$ cat config.mk
export PLATFORM = sky130hd
export DESIGN_NAME = fecr_useq
export DESIGN_NICKNAME = d
export VERILOG_FILES = /design/src/hdl/assert_macros.svh /design/src/hdl/fecr_pkg.sv /design/src/hdl/fecr_useq.sv
export SDC_FILE = /design/constraint.sdc
export NUM_CORES = 1
export LEC_CHECK = 0
export ABC_AREA = 1
export BUFFER_PORTS_ARGS = -buffer_cell sky130_fd_sc_hd__clkbuf_2
export CORE_ASPECT_RATIO = 1.75
export CORE_UTILIZATION = 25
export CTS_BUF_LIST = sky130_fd_sc_hd__clkbuf_8
export DETAILED_ROUTE_END_ITERATION = 10
export PLACE_DENSITY = 0.51
export REMOVE_ABC_BUFFERS = 1
export SYNTH_ARGS = -nofsm -noshare
export SYNTH_HDL_FRONTEND = slang
export SYNTH_SLANG_ARGS = --single-unit
$ cat constraint.sdc
create_clock -name clk -period 3.79 [get_ports clk]
set_input_delay 0.379 -clock clk [delete_from_list [all_inputs] [get_ports clk]]
set_output_delay 0.379 -clock clk [all_outputs]
set_load 0.02 [all_outputs]
$ cat src/hdl/assert_macros.svh
// ----------------------------------------------------------------------------
// Assertion macros
// Shared concurrent assertion forms, clocked on clk and disabled in reset.
// ----------------------------------------------------------------------------
`ifndef ASSERT_MACROS_SVH
`define ASSERT_MACROS_SVH

// expression holds at every edge
`define ASSERT_ALWAYS(label, expr, msg) \
  label: assert property (@(posedge clk) disable iff (rst) (expr)) else $error(msg);

// same-cycle implication
`define ASSERT_IMPLY(label, ante, cons, msg) \
  label: assert property (@(posedge clk) disable iff (rst) (ante) |-> (cons)) else $error(msg);

// next-cycle implication
`define ASSERT_NEXT(label, ante, cons, msg) \
  label: assert property (@(posedge clk) disable iff (rst) (ante) |=> (cons)) else $error(msg);

`endif

$ cat src/hdl/fecr_pkg.sv
// ----------------------------------------------------------------------------
// fecr_pkg
// Constants, types, microcode ROM and helpers of the cell rotation unit.
// ----------------------------------------------------------------------------
package fecr_pkg;

  localparam int CELL_COUNT = 64;
  localparam int CELL_BITS  = 64;
  localparam int IDX_W      = $clog2(CELL_COUNT);
  localparam int FILL_W     = IDX_W + 1;
  localparam int DATA_W     = 64;
  localparam int OUT_IDX_W  = 6;
  localparam int PC_W       = 4;

  localparam logic [7:0] BYTE_ONES = 8'hFF;

  typedef logic [IDX_W-1:0]     idx_t;
  typedef logic [FILL_W-1:0]    fill_t;
  typedef logic [CELL_BITS-1:0] cell_t;
  typedef logic [PC_W-1:0]      pc_t;

  localparam idx_t  LAST_CELL  = IDX_W'(CELL_COUNT - 1);
  localparam cell_t CELL_ONES  = '1;

  typedef enum logic [1:0] {
    CMD_READ    = 2'd0,
    CMD_WRITE   = 2'd1,
    CMD_ERASE   = 2'd2,
    CMD_RESTART = 2'd3
  } cmd_t;

  typedef enum logic [3:0] {
    OP_NOP,
    OP_ACCEPT,
    OP_SCAN_INIT,
    OP_SCAN,
    OP_TAKE,
    OP_READ_ISSUE,
    OP_READ_CAPTURE,
    OP_NOT_INIT,
    OP_WRITE_CALC,
    OP_WRITE_STORE,
    OP_ERASE,
    OP_FORGET,
    OP_EMIT
  } op_t;

  typedef enum logic [2:0] {
    C_NEXT,
    C_ALWAYS,
    C_IN_VALID,
    C_KNOWN,
    C_NOT_KNOWN,
    C_SCAN_DONE,
    C_CMD_WR,
    C_OUT_FREE
  } cond_t;

  typedef struct packed {
    op_t   op;
    cond_t cond;
    logic  hold;
    pc_t   target;
  } uword_t;

  typedef struct packed {
    op_t op;
  } ctrl_t;

  typedef struct packed {
    logic known;
    logic scan_done;
    logic cmd_wr;
    logic out_free;
  } stat_t;

  localparam pc_t PC_IDLE     = 4'd0;
  localparam pc_t PC_RD_CHK   = 4'd1;
  localparam pc_t PC_SC_INIT  = 4'd2;
  localparam pc_t PC_SCAN     = 4'd3;
  localparam pc_t PC_SC_TAKE  = 4'd4;
  localparam pc_t PC_RD_AFT   = 4'd5;
  localparam pc_t PC_RD_ISS   = 4'd6;
  localparam pc_t PC_RD_CAP   = 4'd7;
  localparam pc_t PC_RD_NONE  = 4'd8;
  localparam pc_t PC_WR_CHK   = 4'd9;
  localparam pc_t PC_WR_CALC  = 4'd10;
  localparam pc_t PC_WR_STORE = 4'd11;
  localparam pc_t PC_RESULT   = 4'd12;
  localparam pc_t PC_ERASE    = 4'd13;
  localparam pc_t PC_RESTART  = 4'd14;

  function automatic uword_t uw(input op_t op, input cond_t cond, input logic hold,
                                input pc_t target);
    uword_t w;
    w.op     = op;
    w.cond   = cond;
    w.hold   = hold;
    w.target = target;
    return w;
  endfunction

  // microprogram: jump to target when cond holds, else stay (hold) or step on
  function automatic uword_t ucode(input pc_t pc);
    uword_t w;
    unique case (pc)
      PC_IDLE:     w = uw(OP_ACCEPT,       C_IN_VALID,  1'b1, PC_IDLE);
      PC_RD_CHK:   w = uw(OP_NOP,          C_KNOWN,     1'b0, PC_RD_ISS);
      PC_SC_INIT:  w = uw(OP_SCAN_INIT,    C_NEXT,      1'b0, PC_IDLE);
      PC_SCAN:     w = uw(OP_SCAN,         C_SCAN_DONE, 1'b1, PC_SC_TAKE);
      PC_SC_TAKE:  w = uw(OP_TAKE,         C_CMD_WR,    1'b0, PC_WR_CALC);
      PC_RD_AFT:   w = uw(OP_NOP,          C_NOT_KNOWN, 1'b0, PC_RD_NONE);
      PC_RD_ISS:   w = uw(OP_READ_ISSUE,   C_NEXT,      1'b0, PC_IDLE);
      PC_RD_CAP:   w = uw(OP_READ_CAPTURE, C_ALWAYS,    1'b0, PC_RESULT);
      PC_RD_NONE:  w = uw(OP_NOT_INIT,     C_ALWAYS,    1'b0, PC_RESULT);
      PC_WR_CHK:   w = uw(OP_NOP,          C_NOT_KNOWN, 1'b0, PC_SC_INIT);
      PC_WR_CALC:  w = uw(OP_WRITE_CALC,   C_NEXT,      1'b0, PC_IDLE);
      PC_WR_STORE: w = uw(OP_WRITE_STORE,  C_ALWAYS,    1'b0, PC_RESULT);
      PC_RESULT:   w = uw(OP_EMIT,         C_OUT_FREE,  1'b1, PC_IDLE);
      PC_ERASE:    w = uw(OP_ERASE,        C_ALWAYS,    1'b0, PC_RESULT);
      PC_RESTART:  w = uw(OP_FORGET,       C_ALWAYS,    1'b0, PC_RESULT);
      default:     w = uw(OP_NOP,          C_ALWAYS,    1'b0, PC_IDLE);
    endcase
    return w;
  endfunction

  function automatic pc_t dispatch(input cmd_t cmd);
    pc_t pc;
    unique case (cmd)
      CMD_READ:    pc = PC_RD_CHK;
      CMD_WRITE:   pc = PC_WR_CHK;
      CMD_ERASE:   pc = PC_ERASE;
      CMD_RESTART: pc = PC_RESTART;
      default:     pc = PC_IDLE;
    endcase
    return pc;
  endfunction

  // a cell counts as used if its first or last byte is not erased
  function automatic logic cell_used(input cell_t v);
    return (v[7:0] != BYTE_ONES) || (v[CELL_BITS-1 -: 8] != BYTE_ONES);
  endfunction

endpackage

$ cat src/hdl/fecr_useq.sv
// ----------------------------------------------------------------------------
// fecr_useq
// Microcode sequencer: step counter, control ROM and conditional jumps.
// ----------------------------------------------------------------------------
module fecr_useq (
  input  logic                    clk,
  input  logic                    rst,
  input  logic                    in_valid,
  input  logic [1:0]              command,
  input  fecr_pkg::stat_t         stat,
  output fecr_pkg::ctrl_t         ctrl,
  output logic                    in_ready
);

  fecr_pkg::pc_t    pc;
  fecr_pkg::pc_t    pc_next;
  fecr_pkg::uword_t word;
  logic             take;

  assign word      = fecr_pkg::ucode(pc);
  assign ctrl.op   = word.op;
  assign in_ready  = (word.op == fecr_pkg::OP_ACCEPT);

  always_comb begin
    unique case (word.cond)
      fecr_pkg::C_NEXT:      take = 1'b0;
      fecr_pkg::C_ALWAYS:    take = 1'b1;
      fecr_pkg::C_IN_VALID:  take = in_valid;
      fecr_pkg::C_KNOWN:     take = stat.known;
      fecr_pkg::C_NOT_KNOWN: take = !stat.known;
      fecr_pkg::C_SCAN_DONE: take = stat.scan_done;
      fecr_pkg::C_CMD_WR:    take = stat.cmd_wr;
      fecr_pkg::C_OUT_FREE:  take = stat.out_free;
      default:               take = 1'b0;
    endcase
  end

  always_comb begin
    if (take) begin
      if (word.cond == fecr_pkg::C_IN_VALID) begin
        pc_next = fecr_pkg::dispatch(fecr_pkg::cmd_t'(command));
      end else begin
        pc_next = word.target;
      end
    end else if (word.hold) begin
      pc_next = pc;
    end else begin
      pc_next = pc + fecr_pkg::PC_W'(1);
    end
  end

  always_ff @(posedge clk) begin
    if (rst) begin
      pc <= fecr_pkg::PC_IDLE;
    end else begin
      pc <= pc_next;
    end
  end

endmodule

* Yosys cells after proc, flatten, opt, wreduce, memory -nomap -nowiden *
Memory sizes are Yosys's and may differ from the RTL's. A register that Yosys moved wholly into a read port is not among the register bits.
Cells that the tools add are included.
Widths: inputs -> output; s select.

word-level totals
  memories = 1
  bits in read-only memories = 176
  bits in registers = 4
  output and inout bits = 5
  logic and storage cells = 25
  input bits = 9

memory list
  memory            depth  width  read ports  clocked after memory_dff  wr ports  RTL line         text
  (name not given)  16     11     1           1                         0         fecr_pkg.sv:106  unique case (pc)

operators by class
  $add $sub $neg = 1
  multiplexer cells = 7
  reductions and logical operators = 3
  equality and inequality tests = 12

operator list
  cell                 number
  $mux 4               5
  $pmux 4 s4           1
  $eq 3x3->1 const B   4
  $pmux 1 s8           1
  $eq 3x2->1 const B   2
  $add 4x1->4 const B  1
  $eq 2x2->1 const B   2
  $eq 4x1->1 const B   1
  $eq 3x1->1 const B   1
  $logic_not 3->1      1
  $eq 2x1->1 const B   1
  $logic_not 2->1      1
  $ne 2x1->1 const B   1
  $logic_not 1->1      1

* Depth between registers and ports, before layout *
  depth after elaboration = 6
  depth in mapped cells = 17
  gate-level depth less buffers = 16

* Worst setup path after synthesis *
Ideal clock, no wire load.

  path kind = reg2reg
  start = reg, netlist name word[7]
  end = reg, netlist name word[2]
  clock period less this slack = 1898 ps
  path slack = 1892 ps
  required time = 3676 ps
  stages on the path, launching flop included = 15
  setup time = 114 ps
  arrival time = 1785 ps
  buffers on the path = 1
  cell sequence = dfxtp_1 buf_6 inv_4 o21ai_1 nand3_1 nand2_1 nand3_1 a21oi_2 inv_1 ha_1 inv_1 nand3_1 nand2_1 nand2_1 nand2_1

on the way
  longest elaborated chain between the ends = 5
  elaborated cells on any way between the ends = 14
  classes of those cells = eq/ne (8); mux (5); reduce/logical (1)

ends and longest elaborated chain
  item                                            RTL line                          text
  $eq 3x3->1 (tied with other cells)              fecr_useq.sv:25                   unique case (word.cond)
  $pmux 1 s8 or $mux 4 (tied branches)            fecr_useq.sv:25, fecr_useq.sv:40
  $ne 2x1->1 (no line) or $mux 4 (tied branches)  -
  $mux 4 (no line) (*) (2 in a row)               -

Every way passes the cells marked *; elsewhere a longest branch is shown, timed or not.
A chain may end at the register's enable or synchronous reset.

* Worst setup path after layout *
  start = reg, netlist name word[7]
  end = reg, netlist name word[3]

on the way
  longest elaborated chain between the ends = 5
  elaborated cells on any way between the ends = 14
  classes of those cells = eq/ne (8); mux (5); reduce/logical (1)

ends and longest elaborated chain
  item                                            RTL line
  $eq 3x3->1 (tied with other cells)              fecr_useq.sv:25
  $pmux 1 s8 or $mux 4 (tied branches)            fecr_useq.sv:25, fecr_useq.sv:40
  $ne 2x1->1 (no line) or $mux 4 (tied branches)  -
  $mux 4 (no line) (*) (2 in a row)               -

Marked as above.

==> impl_metrics.py <==
metrics = {
    "setup_path": {
        "start_kind": "register",
        "critical-path-slowest-cell": "dfxtp_1",
        "startpoint": "word[7]",
        "r2r_end": "word[3]",
        "arrival_ps": 2410,
        "endpoint_kind": "register",
        "slowest_delay_ps": 560,
        "ff2ff_setup_slack_ps": 1530,
        "r2r_cells": 13,
        "cp_data_required_time_ps": 3940,
        "cpMostUsedCell": "nand2_1",
        "r2r_start": "word[7]",
        "critPathCapture": "word[3]",
        "crit_chain": "inv_4 -> o21ai_1 -> nand3_1 -> nand2_1 -> nand3_1 -> a21oi_2 -> inv_1 -> ha_1 -> inv_1 -> nand3_1 -> nand2_1 -> nand2_1 -> nand2_1",
        "critical_path_class": "register to register",
        "path_max_fanout": 8,
    },
    "clock_network": {
        "hold_buffers": 0,
        "cts_resized": 0,
        "htree_levels": 1,
        "insertion_delay_ps": 250,
        "post_cts_buffers": 0,
        "cts-root-buf": "clkbuf_8",
        "clk_path_buf_depth": 2,
        "clk_pin_slew_ps": 60,
        "numCtsBuffers": 3,
        "cts_sinks": 15,
        "cts_tree": "yes",
    },
    "detailed_routing": {
        "drt-vias-per-instance": 4.50,
        "drt_iter0_drc": 24,
        "dr_total_vias": 967,
        "drc": 0,
        "drt_first_pass_iters": 4,
        "avgRoutedWirePerCell_um": 11.4,
        "finalWirelength_um": 2440,
        "ant_nets": 0,
    },
    "sta": {
        "min_period_over_period_pct": 59.6,
        "rsz0062_at_grt": "no",
        "drv_slew": 0,
        "period_needed_ps": 2260,
        "worst_pin_slew_ps": 393,
        "setup_viol": 0,
        "finalHoldViolCount": 0,
        "fin_skew_ps": 4.08,
        "fmax_mhz": 443,
        "tns_ps": 0,
        "max-slew-margin-rel_pct": 73.8,
    },
    "synthesis": {
        "synth.area.top_cells": "dfxtp_1 28%, nand2_1 17%, ha_1 8.3%",
        "synth-edff-count": 0,
        "ys_ff_latch": 15,
        "syn_inst": 156,
        "synth-async-reset-ratio_pct": 0,
        "synth_area_leader_cell": "dfxtp_1",
        "syn_avg_cell_area_um2": 6.76,
        "netlist_area_um2": 1050,
        "synth_top_area_share_pct": 28.5,
        "synth-main-ff-cell": "dfxtp_1",
        "ys_types": 28,
        "yosysSeqAreaShare_pct": 28.5,
        "yosys_warnings": 0,
    },
    "floorplan": {
        "core_um2": 3940,
        "initial_core_util_pct": 26.8,
        "die_w_um": 51.1,
        "die_area_um2": 4490,
        "num_rows": 30,
        "fp.dieH_um": 87.9,
        "num_io_pins": 14,
    },
    "global_route": {
        "grt_pass1_wl_um": 3970,
        "track_usage_pct": 12.3,
        "grt_pass1_vias": 930,
        "grt-ovfl-total": 0,
        "globalRouteMet1Util_pct": 10.3,
        "use_met3_pct": 0.521,
        "grt_max_degree": 11,
        "globalRoute.busiestLayer": "met2",
        "antenna_found_initial": 0,
        "grt_util_met2_pct": 26.3,
    },
    "layout": {
        "final_common_cell": "nand2_1",
        "synthToLayoutAreaGrowth_pct": 11.6,
        "antenna_cells": 0,
        "drive_gt1_share_pct": 19.2,
        "nNetsFinal": 184,
        "fin_cells": 215,
        "layout_common_cells": "49 x nand2_1, 17 x inv_1, 16 x nand3_1",
    },
    "pwr": {
        "power_density_nw_per_um2": 953,
        "ir_worst_vdd_uv": 264,
        "p_leak_uw": 0.000640,
    },
    "placed_design": {
        "place_hpwl_um": 2050,
        "port_buffers": 13,
        "place_inst": 211,
        "place_congestion": 0.812,
    },
    "hold_path": {
        "min_path_cells": 2,
        "hp-class": "primary input to register",
    },
    "outcome": {
        "outcome": "completed",
    },
    "flow_run": {
        "drv_cap": 0,
    },
}
## worst max-delay path: cells and delay by family (launching register included)
kind / cells / cell delay, ps
compound gates: 2 / 400
fa+ha+maj: 1 / 310
buf+inv: 3 / 240
flops: 1 / 560
simple gates: 7 / 660
## metal layers
metal  part of all wire [%]  routed length (µm)  vias to the layer above
met5                      0                   0                        -
met4                    2.7                  65                        0
met3                    1.8                  43                        5
met2                     61                1490                       14
met1                     35                 849                      434
li1                       -                   -                      514
## power by group
group	switching (µW)	internal (µW)	total, µW
Clock	59.6	72.9	132
Sequential	66.6	227	293
Combinational	451	245	696
## flip-flops by register name, summed over array words and instances (netlist names)
register and count:
word 11, pc 4
## worst min path at each step
stage / start / end / slack, ps
3_3_place_gp: rst / pc[0] / 610
3_5_place_dp: rst / pc[0] / 610
4_1_cts: rst / pc[0] / 350
6_report: rst / pc[0] / 350
2_1_floorplan: rst / pc[0] / 450
5_1_grt: rst / pc[0] / 340
## final cells by class
class | count | area (µm²)
flip-flops and latches | 15 | 300
inverters | 21 | 81.3
multi-input cells | 114 | 624
repair buffers | 13 | 65.1
well taps | 48 | 60.1
clock inverters | 1 | 5.00
clock buffers | 3 | 41.3
fillers | 459 | 2760
## stage by stage
step | area [µm²] | utilization (%) | hold WS [ps] | worst slack (ps) | power, µW
2_1_floorplan | 1010 | - | 448 | 1800 | 829
3_3_place_gp | 1130 | 28.7 | 611 | 1590 | 1010
3_5_place_dp | 1130 | 28.7 | 611 | 1550 | 1000
4_1_cts | 1180 | 29.9 | 346 | 1550 | 1140
5_1_grt | 1180 | 29.9 | 341 | 1280 | 1250
6_report | 1180 | 29.9 | 345 | 1530 | 1120
## cell families after synthesis
| family | count (synthesis) | share of synthesized area (%) |
|---|---|---|
| AND/OR/NAND/NOR | 95 | 43.1 |
| flip-flops | 15 | 28.5 |
| adder cells (fa/ha/maj) | 7 | 8.30 |
| XOR/XNOR | 2 | 1.66 |
| buffers and inverters | 27 | 12.3 |
| AO/OA/AOI/OAI | 10 | 6.17 |
## Yosys cell counts (2+ instances only)
cell	instances
nand2_1	49
inv_1	17
nand3_1	16
dfxtp_1	15
nor2_1	9
nand4_1	8
ha_1	7
buf_4	5
o21ai_1	4
inv_2	3
a21oi_1	2
nand2_4	2
nand3_2	2
o21ai_0	2
or2_2	2
Note: power is estimated with default switching activity, not from simulation.
